**src/rtl/pmsp_pkg.sv**
```systemverilog
// Shared types and constants for the permission mode string parser.
package pmsp_pkg;

	// Full permission field: rwx for user, group and other.
	localparam logic [8:0] ALL_BITS = 9'o777;
	localparam logic [9:0] OCTAL_SAT = 10'd1023;
	localparam logic [2:0] FULL_CLASS = 3'd7;

	// ASCII codes recognized by the parser.
	localparam logic [7:0] CH_ZERO = 8'h30;
	localparam logic [7:0] CH_SEVEN = 8'h37;
	localparam logic [7:0] CH_NINE = 8'h39;
	localparam logic [7:0] CH_U = 8'h75;
	localparam logic [7:0] CH_G = 8'h67;
	localparam logic [7:0] CH_O = 8'h6f;
	localparam logic [7:0] CH_A = 8'h61;
	localparam logic [7:0] CH_PLUS = 8'h2b;
	localparam logic [7:0] CH_MINUS = 8'h2d;
	localparam logic [7:0] CH_EQUAL = 8'h3d;
	localparam logic [7:0] CH_COMMA = 8'h2c;
	localparam logic [7:0] CH_R = 8'h72;
	localparam logic [7:0] CH_W = 8'h77;
	localparam logic [7:0] CH_X = 8'h78;

	// Operation of the current symbolic clause.
	typedef enum logic [1:0] {
		OP_ADD    = 2'd0,
		OP_REMOVE = 2'd1,
		OP_ASSIGN = 2'd2
	} op_kind_t;

	// Error codes reported with each result.
	typedef enum logic [2:0] {
		ERR_NONE       = 3'd0,
		ERR_BAD_OCTAL  = 3'd1,
		ERR_BAD_CLASS  = 3'd2,
		ERR_BAD_OP     = 3'd3,
		ERR_BAD_PERM   = 3'd4
	} err_code_t;

	// Parse state carried from one character to the next.
	typedef struct packed {
		logic      numeric_mode;
		logic      in_mode_part;
		logic [2:0] class_set;
		op_kind_t  op_kind;
		logic [8:0] set_bits;
		logic [8:0] clr_bits;
		logic [9:0] octal_value;
		err_code_t error_latch;
	} parse_state_t;

	localparam parse_state_t PARSE_CLEAR = '{
		numeric_mode: 1'b0,
		in_mode_part: 1'b0,
		class_set:    3'd0,
		op_kind:      OP_ADD,
		set_bits:     9'd0,
		clr_bits:     9'd0,
		octal_value:  10'd0,
		error_latch:  ERR_NONE
	};

endpackage

```
**src/rtl/pmsp_if.sv**
```systemverilog
// Valid/ready channel interfaces for characters in and masks out.
interface pmsp_char_if;
	logic       valid;
	logic       ready;
	logic [7:0] character;
	logic       first_char;
	logic       last_char;
	logic       no_char;

	modport source (output valid, output character, output first_char, output last_char,
		output no_char, input ready);
	modport sink (input valid, input character, input first_char, input last_char,
		input no_char, output ready);
endinterface

interface pmsp_mask_if;
	logic       valid;
	logic       ready;
	logic [8:0] write_mask;
	logic [8:0] clear_mask;
	logic [2:0] error_code;

	modport source (output valid, output write_mask, output clear_mask, output error_code,
		input ready);
	modport sink (input valid, input write_mask, input clear_mask, input error_code,
		output ready);
endinterface

```
**src/rtl/permission_mode_string_parser.sv**
```systemverilog
// Permission mode string parser: characters in, write and clear masks out.
//
// The chars channel takes one byte of a mode string per word, with marks for
// the first byte, the last byte and an empty string. The masks channel gives
// one word per string: write mask, clear mask and error code.
// A string whose first byte is a digit is read as octal; any other string is
// parsed as symbolic clauses such as u+rw,go=x.
// Throughput is one character per cycle. A character is captured in the
// input stage; when it moves on, the parse state and, for a last byte, the output
// register are updated, so a result passes through both registers before it is
// offered on the masks channel.
// The output register decouples the two sides: characters that produce no
// result keep flowing while a result waits. A character that produces a
// result holds in the input stage only while the output register is full
// and not being taken, and the chars channel then stalls behind it.
// Reset clears the parse state to an empty symbolic string and empties both
// stages; a string that starts without a first mark continues from the held
// state.
module permission_mode_string_parser
	import pmsp_pkg::*;
(
	input  logic               clk,
	input  logic               arst_n,
	pmsp_char_if.sink          chars,
	pmsp_mask_if.source        masks
);

	logic         valid_s1;
	logic [7:0]   char_s1;
	logic         first_s1;
	logic         last_s1;
	logic         none_s1;

	parse_state_t state_q;
	parse_state_t state_nxt;

	logic         out_valid_q;
	logic [8:0]   write_mask_q;
	logic [8:0]   clear_mask_q;
	err_code_t    error_code_q;

	logic         emit;
	logic [8:0]   res_write;
	logic [8:0]   res_clear;
	err_code_t    res_error;
	logic         advance_s1;

	// The input stage moves on unless its result finds the output full.
	assign advance_s1 = valid_s1 && (!emit || !out_valid_q || masks.ready);
	assign chars.ready = !valid_s1 || advance_s1;

	// Input stage register.
	always_ff @(posedge clk or negedge arst_n) begin
		if (!arst_n) begin
			valid_s1 <= 1'b0;
		end else if (chars.ready) begin
			valid_s1 <= chars.valid;
		end
	end

	always_ff @(posedge clk) begin
		if (chars.ready && chars.valid) begin
			char_s1  <= chars.character;
			first_s1 <= chars.first_char;
			last_s1  <= chars.last_char;
			none_s1  <= chars.no_char;
		end
	end

	// Next parse state and result for the character in the input stage.
	always_comb begin
		parse_state_t st;
		logic [2:0]   perm;
		logic [2:0]   clr_pat;
		logic [8:0]   add_vec;
		logic [8:0]   clr_vec;

		st        = state_q;
		perm      = 3'd0;
		clr_pat   = 3'd0;
		add_vec   = 9'd0;
		clr_vec   = 9'd0;
		emit      = 1'b0;
		res_write = 9'd0;
		res_clear = 9'd0;
		res_error = ERR_NONE;

		if (none_s1) begin
			// Empty string: clear the parse and report an empty result.
			st   = PARSE_CLEAR;
			emit = 1'b1;
		end else begin
			if (first_s1) begin
				st = PARSE_CLEAR;
				st.numeric_mode = (char_s1 >= CH_ZERO) && (char_s1 <= CH_NINE);
			end

			if (st.error_latch == ERR_NONE) begin
				if (st.numeric_mode) begin
					// Octal digit: shift in three bits, saturating at the top.
					if (char_s1 < CH_ZERO || char_s1 > CH_SEVEN) begin
						st.error_latch = ERR_BAD_OCTAL;
					end else if (st.octal_value[9:7] != 3'd0) begin
						st.octal_value = OCTAL_SAT;
					end else begin
						st.octal_value = {st.octal_value[6:0], char_s1[2:0]};
					end
				end else if (st.in_mode_part) begin
					// Permission letters, or a comma that opens a new clause.
					if (char_s1 == CH_COMMA) begin
						st.in_mode_part = 1'b0;
						st.class_set    = 3'd0;
						st.op_kind      = OP_ADD;
					end else if (char_s1 == CH_R || char_s1 == CH_W || char_s1 == CH_X) begin
						perm[2] = (char_s1 == CH_R);
						perm[1] = (char_s1 == CH_W);
						perm[0] = (char_s1 == CH_X);
						clr_pat = (st.op_kind == OP_ASSIGN) ? FULL_CLASS : perm;
						add_vec = {st.class_set[2] ? perm : 3'd0,
							st.class_set[1] ? perm : 3'd0,
							st.class_set[0] ? perm : 3'd0};
						clr_vec = {st.class_set[2] ? clr_pat : 3'd0,
							st.class_set[1] ? clr_pat : 3'd0,
							st.class_set[0] ? clr_pat : 3'd0};
						if (st.op_kind != OP_REMOVE) begin
							st.set_bits = st.set_bits | add_vec;
						end
						if (st.op_kind == OP_REMOVE || st.op_kind == OP_ASSIGN) begin
							st.clr_bits = st.clr_bits | clr_vec;
						end
					end else begin
						st.error_latch = ERR_BAD_PERM;
					end
				end else begin
					// Class letters, then the operation that ends the class part.
					priority if (char_s1 == CH_U) begin
						st.class_set[2] = 1'b1;
					end else if (char_s1 == CH_G) begin
						st.class_set[1] = 1'b1;
					end else if (char_s1 == CH_O) begin
						st.class_set[0] = 1'b1;
					end else if (char_s1 == CH_A) begin
						st.class_set = FULL_CLASS;
					end else if (char_s1 == CH_PLUS || char_s1 == CH_MINUS
						|| char_s1 == CH_EQUAL) begin
						if (char_s1 == CH_PLUS) begin
							st.op_kind = OP_ADD;
						end else if (char_s1 == CH_MINUS) begin
							st.op_kind = OP_REMOVE;
						end else begin
							st.op_kind = OP_ASSIGN;
						end
						if (st.class_set == 3'd0) begin
							st.class_set = FULL_CLASS;
						end
						st.in_mode_part = 1'b1;
					end else begin
						st.error_latch = (st.class_set == 3'd0) ? ERR_BAD_CLASS : ERR_BAD_OP;
					end
				end
			end

			// Last byte: form the result from the updated state.
			if (last_s1) begin
				emit      = 1'b1;
				res_error = st.error_latch;
				if (st.error_latch == ERR_NONE && st.numeric_mode) begin
					if (st.octal_value[9]) begin
						res_error = ERR_BAD_OCTAL;
					end
					res_write = st.octal_value[8:0];
					res_clear = ALL_BITS;
				end else begin
					res_write = st.set_bits;
					res_clear = st.clr_bits;
				end
				if (res_error != ERR_NONE) begin
					res_write = 9'd0;
					res_clear = 9'd0;
				end
			end
		end

		state_nxt = st;
	end

	// Parse state register.
	always_ff @(posedge clk or negedge arst_n) begin
		if (!arst_n) begin
			state_q <= PARSE_CLEAR;
		end else if (advance_s1) begin
			state_q <= state_nxt;
		end
	end

	// Output register: loaded by a result, emptied when the word is taken.
	always_ff @(posedge clk or negedge arst_n) begin
		if (!arst_n) begin
			out_valid_q <= 1'b0;
		end else if (advance_s1 && emit) begin
			out_valid_q <= 1'b1;
		end else if (masks.ready) begin
			out_valid_q <= 1'b0;
		end
	end

	always_ff @(posedge clk) begin
		if (advance_s1 && emit) begin
			write_mask_q <= res_write;
			clear_mask_q <= res_clear;
			error_code_q <= res_error;
		end
	end

	assign masks.valid      = out_valid_q;
	assign masks.write_mask = write_mask_q;
	assign masks.clear_mask = clear_mask_q;
	assign masks.error_code = error_code_q;

	// An error result carries empty masks.
	a_err_masks_zero: assert property (@(posedge clk) disable iff (!arst_n)
		out_valid_q && error_code_q != ERR_NONE |-> write_mask_q == 9'd0 && clear_mask_q == 9'd0)
		else $error("error result with nonzero masks");

	// Octal and symbolic parsing never run at once.
	a_mode_exclusive: assert property (@(posedge clk) disable iff (!arst_n)
		!(state_q.numeric_mode && state_q.in_mode_part))
		else $error("numeric mode and permission part both active");

	// The octal accumulator only moves in numeric mode.
	a_octal_idle: assert property (@(posedge clk) disable iff (!arst_n)
		!state_q.numeric_mode |-> state_q.octal_value == 10'd0)
		else $error("octal value set outside numeric mode");

	// A symbolic clause in its permission part always has a class.
	a_class_in_perm: assert property (@(posedge clk) disable iff (!arst_n)
		state_q.in_mode_part |-> state_q.class_set != 3'd0)
		else $error("permission part without a class");

endmodule
```
**src/flat_wrapper.sv**
```systemverilog
// flat-port wrapper written by rule: the top's interface ports become plain ports
module permission_mode_string_parser_flat import pmsp_pkg::*;
  (clk, arst_n, chars_valid, chars_character, chars_first_char, chars_last_char, chars_no_char, chars_ready, masks_valid, masks_write_mask, masks_clear_mask, masks_error_code, masks_ready);
  pmsp_char_if chars_i ();
  pmsp_mask_if masks_i ();
  input  logic clk;
  input  logic arst_n;
  input wire logic [$bits(chars_i.valid)-1:0] chars_valid;
  input wire logic [$bits(chars_i.character)-1:0] chars_character;
  input wire logic [$bits(chars_i.first_char)-1:0] chars_first_char;
  input wire logic [$bits(chars_i.last_char)-1:0] chars_last_char;
  input wire logic [$bits(chars_i.no_char)-1:0] chars_no_char;
  output wire logic [$bits(chars_i.ready)-1:0] chars_ready;
  output wire logic [$bits(masks_i.valid)-1:0] masks_valid;
  output wire logic [$bits(masks_i.write_mask)-1:0] masks_write_mask;
  output wire logic [$bits(masks_i.clear_mask)-1:0] masks_clear_mask;
  output wire logic [$bits(masks_i.error_code)-1:0] masks_error_code;
  input wire logic [$bits(masks_i.ready)-1:0] masks_ready;
  assign chars_i.valid = chars_valid;
  assign chars_i.character = chars_character;
  assign chars_i.first_char = chars_first_char;
  assign chars_i.last_char = chars_last_char;
  assign chars_i.no_char = chars_no_char;
  assign chars_ready = chars_i.ready;
  assign masks_valid = masks_i.valid;
  assign masks_write_mask = masks_i.write_mask;
  assign masks_clear_mask = masks_i.clear_mask;
  assign masks_error_code = masks_i.error_code;
  assign masks_i.ready = masks_ready;
  permission_mode_string_parser u_core (.clk(clk), .arst_n(arst_n), .chars(chars_i), .masks(masks_i));
endmodule
```
**config.mk**
```make
export PLATFORM = sky130hd
export DESIGN_NAME = permission_mode_string_parser_flat
export DESIGN_NICKNAME = d
export VERILOG_FILES = /design/src/rtl/pmsp_pkg.sv /design/src/rtl/pmsp_if.sv /design/src/rtl/permission_mode_string_parser.sv /design/src/flat_wrapper.sv
export SDC_FILE = /design/constraint.sdc
export NUM_CORES = 1
export LEC_CHECK = 0
export BUFFER_PORTS_ARGS = -buffer_cell sky130_fd_sc_hd__buf_2
export CORE_MARGIN = 2
export CORE_UTILIZATION = 30
export CTS_CLUSTER_SIZE = 24
export DETAILED_ROUTE_END_ITERATION = 12
export PLACE_DENSITY = 0.56
export SLEW_MARGIN = 20
export SYNTH_ARGS = -nofsm -noshare
export SYNTH_HDL_FRONTEND = slang
export SYNTH_SLANG_ARGS = --single-unit
```
**constraint.sdc**
```tcl
create_clock -name clk -period 3.8 [get_ports clk]
set_clock_uncertainty 0.2 [all_clocks]
set_input_delay 0.76 -clock clk [delete_from_list [all_inputs] [get_ports clk]]
set_output_delay 0.76 -clock clk [all_outputs]
set_load 0.02 [all_outputs]
```
Word level (Yosys, flattened, before mapping)
Index checks and enable logic that the tools add are counted.
{"block": "word_totals", "reg_bits": 72, "in_bits": 15, "output_inout_bits": 23, "word_cells": 131}
{"block": "op_classes", "magnitude_cmp": 4, "eq_ne": 14, "mux": 68, "n_bitwise": 3, "n_reduce_logical": 25}
{"cell": "two-way mux 38 bit", "n": 3}
{"cell": "two-way mux 3 bit", "n": 25}
{"cell": "two-way mux 37 bit", "n": 2}
{"cell": "two-way mux 6 bit", "n": 11}
{"cell": "equality test 8 x 7 -> 1 bit (second input constant)", "n": 7}
{"cell": "two-way mux 18 bit", "n": 3}
{"cell": "two-way mux 9 bit", "n": 4}
{"cell": "equality test 8 x 6 -> 1 bit (second input constant)", "n": 4}
{"cell": "two-way mux 10 bit", "n": 3}
{"cell": "two-way mux 24 bit", "n": 1}
{"cell": "bitwise OR 9 bit", "n": 2}
{"cell": "two-way mux 1 bit", "n": 10}
{"cell": "two-way mux 2 bit", "n": 5}
{"cell": "zero test 3 bit", "n": 3}
{"cell": "logical OR 1 bit", "n": 9}
{"cell": ">= comparator 8 x 6 -> 1 bit (second input constant)", "n": 1}
{"cell": "greater-than comparator 8 x 6 -> 1 bit (second input constant)", "n": 1}
{"cell": "less-or-equal comparator 8 x 6 -> 1 bit (second input constant)", "n": 1}
{"cell": "less-than comparator 8 x 6 -> 1 bit (second input constant)", "n": 1}
{"cell": "nonzero test 3 bit", "n": 2}
{"cell": "logical AND 1 bit", "n": 5}
{"cell": "two-way mux 4 bit", "n": 1}
{"cell": "zero test 1 bit", "n": 3}
{"cell": "OR reduction 3 bit", "n": 1}
{"cell": "6 further kinds", "n": 6}

Longest topological paths before layout
Gate-level depths: netlist of run 1.
{"block": "depth", "word_depth": 30, "ltp_mapped": 10, "ltp_nobuf": 9}

Worst setup path after synthesis of run 1
Ideal clock, no wire load.
{"block": "synth_path", "kind": "register -> register", "from": "register u_core.first_s1", "to": "register u_core.clear_mask_q[8] (netlist: u_core.masks.clear_mask[8]), data pin", "setup_ps": 158, "arrival_ps": 2375, "path_slack_ps": 1067, "stages_incl_launch_ff": 10, "path_buffers": 2, "cell_sequence": "edfxtp_1 buf_2 clkinv_1 clkbuf_1 nand2_1 inv_1 ha_1 nor4b_1 o21ai_0 a211oi_2"}
{"block": "synth_between", "elab_chain_cells": 20, "elab_cells_between_ends": 41, "cone_classes": "eq/ne (2); mux (30); bitwise (1); reduce/logical (8)"}
{"element": "start, declared", "line": "permission_mode_string_parser.sv:30", "source": "logic first_s1;"}
{"element": "start signal, assigned", "line": "permission_mode_string_parser.sv:64", "source": "first_s1 <= chars.first_char;"}
{"element": "two-way mux 38 bit *", "line": "permission_mode_string_parser.sv:93", "source": "if (first_s1) begin"}
{"element": "two-way mux 38 bit *", "line": "permission_mode_string_parser.sv:88", "source": "if (none_s1) begin"}
{"element": "zero test 3 bit", "line": "permission_mode_string_parser.sv:158", "source": "st.error_latch = (st.class_set == 3'd0) ? ERR_BAD_CLASS : ERR_BAD_OP;"}
{"element": "two-way mux 1 bit", "line": "permission_mode_string_parser.sv:158"}
{"element": "two-way mux 3 bit", "line": "permission_mode_string_parser.sv:144", "source": "end else if (char_s1 == CH_PLUS || char_s1 == CH_MINUS"}
{"element": "two-way mux 3 bit", "line": "permission_mode_string_parser.sv:142", "source": "end else if (char_s1 == CH_A) begin"}
{"element": "two-way mux 3 bit", "line": "permission_mode_string_parser.sv:140", "source": "end else if (char_s1 == CH_O) begin"}
{"element": "two-way mux 3 bit", "line": "permission_mode_string_parser.sv:138", "source": "end else if (char_s1 == CH_G) begin"}
{"element": "(+4 left out)"}
{"element": "two-way mux 37 bit", "line": "permission_mode_string_parser.sv:88"}
{"element": "zero test 3 bit", "line": "permission_mode_string_parser.sv:167", "source": "if (st.error_latch == ERR_NONE && st.numeric_mode) begin"}
{"element": "logical AND 1 bit", "line": "permission_mode_string_parser.sv:167"}
{"element": "two-way mux 3 bit", "line": "permission_mode_string_parser.sv:167"}
{"element": "two-way mux 3 bit", "line": "permission_mode_string_parser.sv:164", "source": "if (last_s1) begin"}
{"element": "two-way mux 3 bit", "line": "permission_mode_string_parser.sv:88"}
{"element": "nonzero test 3 bit", "line": "permission_mode_string_parser.sv:177", "source": "if (res_error != ERR_NONE) begin"}
{"element": "OR reduction 3 bit (no line)"}
{"element": "end signal, assigned", "line": "permission_mode_string_parser.sv:210", "source": "clear_mask_q <= res_clear;"}
{"element": "end, declared", "line": "permission_mode_string_parser.sv:39", "source": "logic [8:0] clear_mask_q;"}
Mark *: on every way between the ends. The rest lies on a longest branch, timed or not. The select of a mux whose other input is x is not followed.
A chain may end at the register's enable or synchronous reset.

Worst setup path in the final report of run 1
{"block": "layout_path", "from": "register u_core.first_s1", "to": "register u_core.write_mask_q[7] (netlist: u_core.masks.write_mask[7]), data pin"}
{"block": "layout_between", "elab_chain_cells": 20, "elab_cells_between_ends": 38, "cone_classes": "eq/ne (1); mux (29); bitwise (1); reduce/logical (7)"}
{"element": "two-way mux 38 bit *", "line": "permission_mode_string_parser.sv:93"}
{"element": "two-way mux 38 bit *", "line": "permission_mode_string_parser.sv:88"}
{"element": "zero test 3 bit", "line": "permission_mode_string_parser.sv:158"}
{"element": "two-way mux 1 bit", "line": "permission_mode_string_parser.sv:158"}
{"element": "two-way mux 3 bit", "line": "permission_mode_string_parser.sv:144"}
{"element": "two-way mux 3 bit", "line": "permission_mode_string_parser.sv:142"}
{"element": "two-way mux 3 bit", "line": "permission_mode_string_parser.sv:140"}
{"element": "two-way mux 3 bit", "line": "permission_mode_string_parser.sv:138"}
{"element": "(+4 left out)"}
{"element": "two-way mux 37 bit", "line": "permission_mode_string_parser.sv:88"}
{"element": "zero test 3 bit", "line": "permission_mode_string_parser.sv:167"}
{"element": "logical AND 1 bit", "line": "permission_mode_string_parser.sv:167"}
{"element": "two-way mux 3 bit", "line": "permission_mode_string_parser.sv:167"}
{"element": "two-way mux 3 bit", "line": "permission_mode_string_parser.sv:164"}
{"element": "two-way mux 3 bit", "line": "permission_mode_string_parser.sv:88"}
{"element": "nonzero test 3 bit", "line": "permission_mode_string_parser.sv:177"}
{"element": "OR reduction 3 bit (no line)"}
{"element": "end signal, assigned", "line": "permission_mode_string_parser.sv:209", "source": "write_mask_q <= res_write;"}
{"element": "end, declared", "line": "permission_mode_string_parser.sv:38", "source": "logic [8:0] write_mask_q;"}
Marked as above.

==> results of run 1 <==
[tightest hold or removal path: stages (launching register included)]
cell     delay (ns)
dfrtp_1        0.34
nand2_1        0.05
nand2_1        0.05
[layout by cell type, fill, tap and decap left out, types with 4 or more instances in the layout]
master     synthesis  final
a211oi_1           4      4
a211oi_2           4      4
a21o_1             4      4
a21oi_1           13     13
a221oi_1           7      7
a31oi_1            5      5
a32o_1             8      8
and2_1             6      6
and3_1             5      5
buf_2              6     37
buf_4              1     13
clkbuf_16          0      9
dfrtp_1           40     40
edfxtp_1          32     32
inv_1              7      7
nand2_1           39     39
nand2b_1           5      5
nand3_1            8      8
nand4_1            5      5
nor2_1            27     26
nor2b_1           10     10
nor3_1             9      9
nor3_2             6      6
nor4_1             5      5
o211ai_1          12     12
o21ai_0           31     31
o31ai_1            7      7
[sequential cells by signal (all words and copies together) (netlist names)]
register,flops
u_core.last_s1,1
u_core.state_q,38
u_core.masks.write_mask,9
u_core.none_s1,1
u_core.masks.valid,1
u_core.valid_s1,1
u_core.char_s1,8
u_core.masks.clear_mask,9
u_core.first_s1,1
u_core.masks.error_code,3
[through the flow]
stage | util, % | cells | hold slack, ns | area [um2]
after floorplan | - | 385 | 0.231 | 3980
after global placement | 33.2 | 586 | 0.253 | 4350
after detailed placement | 33.2 | 586 | 0.263 | 4350
after CTS | 35.8 | 602 | 0.279 | 4680
after global routing | 35.8 | 602 | 0.299 | 4680
final | 35.8 | 602 | 0.267 | 4680
[layout make-up]
| cell class | count | area share (%) |
|---|---|---|
| sequential | 72 | 41.9 |
| multi-input combinational | 280 | 39.7 |
| timing repair buffer | 50 | 6.04 |
| clock buffer | 9 | 4.81 |
| tap | 176 | 4.71 |
| clock inverter | 7 | 2.19 |
| inverter | 8 | 0.642 |
[routing by layer]
metal,GRT usage (%),wire [um]
met3,4.60,709
met4,3.87,158
met1,23.3,5230
met5,0,0
met2,24.8,4990
[cell families after synthesis]
kind of cell             Yosys count
buffers and inverters             33
XOR/XNOR                           4
flip-flops                        72
AO/OA/AOI/OAI                    121
AND/OR/NAND/NOR                  153
adder cells (fa/ha/maj)            2
[final timing paths]
kind / start / endpoint / slack, ns / cells past startpoint
max: u_core.first_s1$_DFFE_PP_ / u_core.masks.write_mask[7]$_SDFFCE_PP0P_ / 0.89 / 8
min: u_core.state_q[24]$_DFFE_PN0P_ / u_core.state_q[24]$_DFFE_PN0P_ / 0.27 / 2
max reg2reg: u_core.first_s1$_DFFE_PP_ / u_core.masks.write_mask[7]$_SDFFCE_PP0P_ / 0.89 / 8
min reg2reg: u_core.state_q[24]$_DFFE_PN0P_ / u_core.state_q[24]$_DFFE_PN0P_ / 0.27 / 2
max in group asynchronous: arst_n / u_core.state_q[19]$_DFFE_PN0P_ / 2.43 / 1
min in group asynchronous: arst_n / u_core.state_q[34]$_DFFE_PN0P_ / 0.37 / 1
[power groups by stage]
stage                     sequential [mW]  combinational [mW]  clock [mW]
after floorplan                     0.910               0.155           0
after global placement              0.901               0.259           0
after detailed placement            0.902               0.258           0
after CTS                           0.887               0.258       0.954
after global routing                0.892               0.279       0.990
final                               0.888               0.257       0.931
==> metrics, run 1 <==
row count=between 40 and 50; Total Power=just over 2 mW; routed len/inst=roughly 18 um; starting density of the core=a little under a third; Buffers & Inverters on Critical Path=2; I/O pins=38; Sw Share=between 20% and 30%; final hold vios=0; Fmax achieved=approximately 340 MHz; Post-synth EDFFs=32; first-pass GRT wire length=roughly 18 mm; synthesis-to-layout area growth=17.5%; clock power share=roughly 45%; CTS max path bufs=2; Mapped Cells=between 300 and 400; Final nets=between 400 and 500; Fin Setup TNS=0 ns; mapped cell area=between 3000 and 4000 um2; Leak Pwr=about 1.8 nW; fill count=~1300; Simple-Gate Fraction of Synth Area=22.6%; kind of critical path=flop to flop; vias=approximately 3300; post-DP HPWL=roughly 8 mm; Worst-Margin Slew=0.959 ns; vias per cell=5.55; CTS clock-pin slew for the worst setup and hold paths=0.07 ns; critical path's largest stage delay=roughly 0.6 ns; MaxCap Viol Count=0; Max rail drop VDD=0.000225 V; # clock sinks=between 70 and 80; Post-Syn Nets=between 400 and 500; slew margin rel.=about 36%; Die W=about 120 um; drt first-iter violations=235; combinational share of power=12.4%; crit path cell chain=clkinv_1 > nand2_1 > inv_1 > ha_1 > nand2b_1 > nor3_1 > a21oi_1 > a2111oi_2; die area=between 10000 and 15000 um2; Slew Viols, Final=0; fraction of layout cells with a size suffix above 1=about a fifth; post-synthesis xor/xnor area fraction=less than 1%; vias in the first global route=around 3200; Mapped Avg Cell Area=10.3 um2; Post-CTS Setup Inserts=0; Ys Warns=0; final period utilization=between 70% and 80%; Flop pwr share=a little over two fifths; CP startpoint kind=flop; H-tree Lvls=3; multi-input logic area=between 1500 and 2000 um2; most frequent cell after synthesis=dfrtp_1; final setup margin=0.889 ns; Antenna Diode Count=0; net switching power=about 0.57 mW; clk_lat worst skew=roughly 0.34 ns; Routed WL=around 11 mm; largest net degree at the start of global routing=~40; crit end category=flop; synth unique cells=between 70 and 80; most common library cells after synthesis=40 x dfrtp_1, 39 x nand2_1, 32 x edfxtp_1; gr usage total=16.4%; cell family with most CP delay=simple AND/OR/NAND/NOR gates; residual DRC count=0; CP Max Fanout=10; power per cell area=approximately 440 nW/um2; Top FF cell, synth=dfrtp_1; Chip Height=~120 um; CTS Root Cell=clkbuf_16; synth top area cells=dfrtp_1 25%, edfxtp_1 24%, o21ai_0 3.9%; Hold Path Class=flop to flop; critical path arrival=2.85 ns; RSZ-0062 raised after global routing=no; Core Footprint=13100 um2; post-synthesis sequential area ratio=around half; Post-Synth Adder-Cell Area=0.629%; largest family of logic cells by synthesized area=simple AND/OR/NAND/NOR gates; DRT Pass-1 Iters=5; antenna-violating nets left=0; top cell type's share of synthesized area=around 25%; post-CTS sizing=0; Register Area=just under 2000 um2; CP Data Required Time=3.74 ns; post-synthesis mux area share=0%; Async S/R FF share, synth=a little under three fifths; GRT overflow=0; CP max-delay cell=edfxtp_1; initial antenna violation count=0; Seq cells post-synth=around 70; total CTS buffers=9; status=completed; Port Buf Inserts=37; Synth area leader=dfrtp_1; pre-CTS WS=roughly 1 ns; Placer Congestion=approximately 0.9; Setup violations, final=0; Synth Area in Compound Gates=between 20% and 30%; fin crit period=2.91 ns; hold buffers post-CTS=0; CTS tree=done; Internal=between 1.5 and 2 mW
Power figures use the tool's default switching activity.
==> inputs of run 2 (changes only) <==
Clock period 3.8 ns to 2.75 ns, I/O delays scaled along.
==> metrics, run 2 (synthesized netlist as in run 1, its figures left out) <==
commonest non-fill, non-tap cell in the layout=dfrtp_1; Hold Path Depth=1; initial antenna violation count=0; Core Footprint=between 10000 and 15000 um2; Routed WL=between 10 and 15 mm; DRT Pass-1 Iters=5; r2r setup slk=0.15 ns; MaxCap Viol Count=0; fin crit period=about 2.6 ns; vias in the first global route=between 3000 and 4000; row count=42; post-DP HPWL=about 8.1 mm; CTS clock-pin slew for the worst setup and hold paths=around 0.060 ns; Die W=between 100 and 150 um; top layer reached by signal wires=met4; fraction of layout cells with a size suffix above 1=around a quarter; residual DRC count=0; CTS Root Cell=clkbuf_16; drt first-iter violations=331; fin cells=just over 600; RSZ-0062 raised after global routing=no; # clock sinks=between 70 and 80; gr usage total=between 10% and 20%; vias per cell=~5.4; Fmax achieved=slightly below 400 MHz; max FFs per register=38; final hold vios=0; GRT overflow=0; Antenna Diode Count=0; HP Start=chars_character[0]; placed cell count=603; crit end category=flop; slew margin rel.=roughly 59%; synthesis-to-layout area growth=21.7%; Final nets=roughly 460; CP Max Fanout=18; Reg-to-Reg Start=u_core.char_s1[6]$_DFFE_PP_; Max rail drop VDD=0.000322 V; clk_lat worst skew=0.34 ns; Worst-Margin Slew=approximately 0.62 ns; reg2reg path depth=6; Leak Pwr=about 1.9 nW; status=completed; Placer Congestion=just over 0.9; CP startpoint=u_core.char_s1[6]$_DFFE_PP_; routed len/inst=around 18 um; Largest Register=u_core.state_q; critical path arrival=roughly 2.6 ns; H-tree Lvls=3; Chip Height=approximately 120 um; power per cell area=around 570 nW/um2; Slew Viols, Final=0; I/O pins=38; CTS tree=done; M1 wire length=5.39 mm; critical path's largest stage delay=approximately 0.57 ns; crit path cell chain=or4b_4 > o211ai_4 > o41ai_1 > a211o_1 > buf_12 > a2111oi_2; total CTS buffers=9; CTS max path bufs=2; CP startpoint kind=flop; largest net degree at the start of global routing=27; Fin Setup TNS=0 ns; die area=~14000 um2; first-pass GRT wire length=about 18 mm; CP max-delay cell=or4b_4; kind of critical path=flop to flop; vias=around 3400; CP Data Required Time=2.70 ns; met2 wire len=approximately 5.2 mm; Setup violations, final=0; antenna-violating nets left=0; Total Power=roughly 2.8 mW; routed wl met3=between 600 and 700 um; Worst Hold End=u_core.char_s1[0]$_DFFE_PP_; Port Buf Inserts=37; most frequent cells in the layout=40 x dfrtp_1, 39 x nand2_1, 37 x buf_2; final period utilization=between 90% and 100%; Hold Path Class=input pin to flop; FF-to-FF End=u_core.masks.write_mask[8]$_SDFFCE_PP0P_; starting density of the core=a little under a third
-- run 2: layout make-up --
class | count | area (um2)
fill | 1334 | 8240
sequential | 72 | 1960
multi-input combinational | 280 | 1890
timing repair buffer | 69 | 453
clock buffer | 11 | 233
tap | 176 | 220
clock inverter | 5 | 57.6
inverter | 8 | 30.0
-- run 2: worst max path at each step --
stage / endpoint / slack, ns / cells past startpoint
floorplan: u_core.masks.clear_mask[8]$_SDFFCE_PP0P_ / 0.02 / 9
global placement: u_core.masks.write_mask[4]$_SDFFCE_PP0P_ / 0.16 / 6
detailed placement: u_core.masks.write_mask[1]$_SDFFCE_PP0P_ / 0.1 / 6
CTS: u_core.masks.write_mask[1]$_SDFFCE_PP0P_ / 0.09 / 6
global route: u_core.masks.write_mask[8]$_SDFFCE_PP0P_ / 0.02 / 6
finish: u_core.masks.write_mask[8]$_SDFFCE_PP0P_ / 0.15 / 6
-- run 2: layer usage --
metal	vias up	global-route usage (%)
li1	1593	-
met1	1642	22.9
met2	134	25.0
met3	12	4.69
met4	0	5.73
met5	-	0
-- run 2: worst max-delay path: cells and delay by family, from the launching register on --
| family | cells | cell delay (ns) |
|---|---|---|
| AOI/OAI and AO/OA | 4 | 0.99 |
| DFF | 1 | 0.46 |
| and+or+nand+nor | 1 | 0.57 |
| buffers and inverters | 1 | 0.17 |
-- run 2: power by group --
part           internal, mW  switching (mW)  total, mW
Sequential             1.18          0.0351       1.21
Clock                 0.703           0.461       1.16
Combinational         0.136           0.275      0.411
Total                  2.02           0.771       2.79
-- run 2: stage by stage --
step | hold slack [ns] | area [um2] | setup slack [ns] | utilization, %
CTS | 0.171 | 4800 | 0.0940 | 36.7
finish | 0.186 | 4850 | 0.150 | 37.0
global route | 0.168 | 4850 | 0.0154 | 37.0
global placement | 0.250 | 4500 | 0.158 | 34.4
floorplan | 0.0544 | 3980 | 0.0166 | -
detailed placement | 0.260 | 4500 | 0.0958 | 34.4
-- run 2: timing repair --
item | CTS | global route
hold buffers | 1 | 0
setup endpoints to repair | 0 | 7
hold endpoints to repair | 14 | 0
gates resized for setup | 0 | 6
buffers inserted | 0 | 1
==> inputs of run 3 (changes only) <==
--- a/config.mk
+++ b/config.mk
@@ -7,2 +7,3 @@
 export LEC_CHECK = 0
+export ABC_AREA = 1
 export BUFFER_PORTS_ARGS = -buffer_cell sky130_fd_sc_hd__buf_2
--- a/constraint.sdc
+++ b/constraint.sdc
@@ -4,2 +4,2 @@
 set_output_delay 0.55 -clock clk [all_outputs]
-set_load 0.02 [all_outputs]
+set_load 0.05 [all_outputs]
==> metrics, run 3 <==
status=completed; fraction of layout cells with a size suffix above 1=between 10% and 20%; Hold Path Class=input pin to async pin; Final nets=about 550; post-synthesis sequential area ratio=between 50% and 60%; I/O pins=38; antenna-violating nets left=0; critical path arrival=between 2 and 2.5 ns; CTS clock-pin slew for the worst setup and hold paths=0.06 ns; Async S/R FF share, synth=55.6%; Post-Syn Nets=between 500 and 600; Antenna Diode Count=0; most frequent cells in the layout=117 x nand2_1, 77 x inv_1, 76 x nor2_1; most frequent cell after synthesis=nand2_1; total CTS buffers=9; mapped cell area=slightly below 4000 um2; Fin Setup TNS=0 ns; placed cell count=691; Placer Congestion=about 0.94; kind of critical path=flop to flop; Chip Height=between 100 and 150 um; CP startpoint=u_core.first_s1$_DFFE_PP_; row count=between 40 and 50; Mapped Cells=490; Mapped Avg Cell Area=between 7 and 8 um2; Seq cells post-synth=a little over 70; Ys Warns=0; RSZ-0062 raised after global routing=no; largest net degree at the start of global routing=41; CTS tree=done; Top FF cell, synth=dfrtp_1; Die W=~120 um; post-DP HPWL=~6.7 mm; cell area after layout=4500 um2; MaxCap Viol Count=0; first-pass GRT wire length=15.4 mm; slew margin rel.=about 34%; Routed WL=a little over 9 mm; synth top area cells=dfrtp_1 26%, edfxtp_1 25%, nand2_1 11%; Slew Viols, Final=0; synthesis-to-layout area growth=17.0%; final hold vios=0; gr usage total=14.6%; crit end category=flop; Max rail drop VDD=approximately 0.00039 V; final period utilization=between 90% and 100%; CP Max Fanout=5; max FFs per register=38; post-CTS sizing=0; initial antenna violation count=0; Port Buf Inserts=37; vias per cell=around 4.7; CP Data Required Time=about 2.7 ns; fin crit period=around 2.5 ns; # clock sinks=72; Reg-to-Reg Start=u_core.first_s1$_DFFE_PP_; top cell type's share of synthesized area=between 20% and 30%; DRT Pass-1 Iters=5; H-tree Lvls=3; Post-Place Cell Area=~4200 um2; GRT overflow=0; hold buffers post-CTS=0; Post-synth EDFFs=32; CP startpoint kind=flop; fin cells=approximately 700; FF-to-FF End=u_core.masks.clear_mask[1]$_SDFFCE_PP0P_; drt first-iter violations=214; vias=3308; reg2reg path depth=9; power per cell area=roughly 580 nW/um2; CTS Root Cell=clkbuf_16; Worst-Margin Slew=0.984 ns; clk_lat worst skew=around 0.34 ns; most common library cells after synthesis=117 x nand2_1, 77 x inv_1, 76 x nor2_1; Synth area leader=dfrtp_1; vias in the first global route=between 3000 and 4000; Post-CTS Setup Inserts=0; residual DRC count=0; synth unique cells=30; Largest Register=u_core.state_q; Fmax achieved=between 300 and 400 MHz; routed len/inst=roughly 13 um; Leak Pwr=2.07 nW; CTS max path bufs=2; die area=approximately 14000 um2; starting density of the core=a little under a third; Setup violations, final=0; Core Footprint=about 13000 um2; r2r setup slk=~0.24 ns; commonest non-fill, non-tap cell in the layout=nand2_1
## run 3: cell types whose count changed after synthesis, sizes merged, moves of 15 or more
| cell | delta |
|---|---|
| nand3 | +24 |
| o22ai | +18 |
| nand2 | +78 |
| nor2 | +53 |
| inv | +73 |
| nor3 | -15 |
## run 3: worst max path at each step
stage                                                    end  cells after the start
floorplan           u_core.masks.clear_mask[0]$_SDFFCE_PP0P_                     11
global placement    u_core.masks.clear_mask[0]$_SDFFCE_PP0P_                      9
detailed placement  u_core.masks.write_mask[3]$_SDFFCE_PP0P_                      8
CTS                 u_core.masks.write_mask[3]$_SDFFCE_PP0P_                      8
global route        u_core.masks.clear_mask[1]$_SDFFCE_PP0P_                      9
finish              u_core.masks.clear_mask[1]$_SDFFCE_PP0P_                      9
## run 3: layer usage
metal | routed length, um | part of all wire (%) | track usage [%]
met1 | 4500 | 49 | 20.4
met2 | 4130 | 45 | 22.6
met3 | 506 | 5.5 | 3.30
met4 | 134 | 1.4 | 4.71
met5 | 0 | 0 | 0
## run 3: logic make-up after synthesis
group | share of synthesized area (%)
AOI/OAI and AO/OA | 12.6
buffers and inverters | 9.64
adders and majority gates | 0.651
DFF | 51.1
and+or+nand+nor | 26.1
## run 3: where the power goes
group,total (mW),internal (mW),switching (mW),leakage (nW)
Clock,1.06,0.607,0.448,0.136
Combinational,0.355,0.0733,0.282,1.07
Sequential,1.20,1.18,0.0215,0.867
## run 3: stage by stage
stage	worst slack [ns]	utilization (%)	hold WS [ns]	power (mW)
after detailed placement	0.185	33.6	0.282	1.58
after floorplan	0.258	-	0.0544	1.47
after global routing	0.00689	35.8	0.181	2.72
final	0.243	35.8	0.178	2.61
after CTS	0.159	35.7	0.182	2.64
after global placement	0.332	33.6	0.284	1.58
## run 3: worst max-delay path, stage by stage (launching register included)
cell and delay, ns:
edfxtp_1 0.48, nor2_1 0.31, inv_1 0.08, ha_1 0.33, nor2_1 0.18, nand3_1 0.10, or2_2 0.33, o22ai_1 0.15
nor2_1 0.06, nor2_1 0.13
## run 3: cell type report
| cell class | count | area [um2] |
|---|---|---|
| flip-flops and latches | 72 | 1960 |
| clock inverters | 6 | 37.5 |
| well taps | 172 | 215 |
| fillers | 1325 | 8070 |
| clock buffers | 10 | 229 |
| inverters | 80 | 300 |
| repair buffers | 44 | 241 |
| multi-input cells | 323 | 1510 |
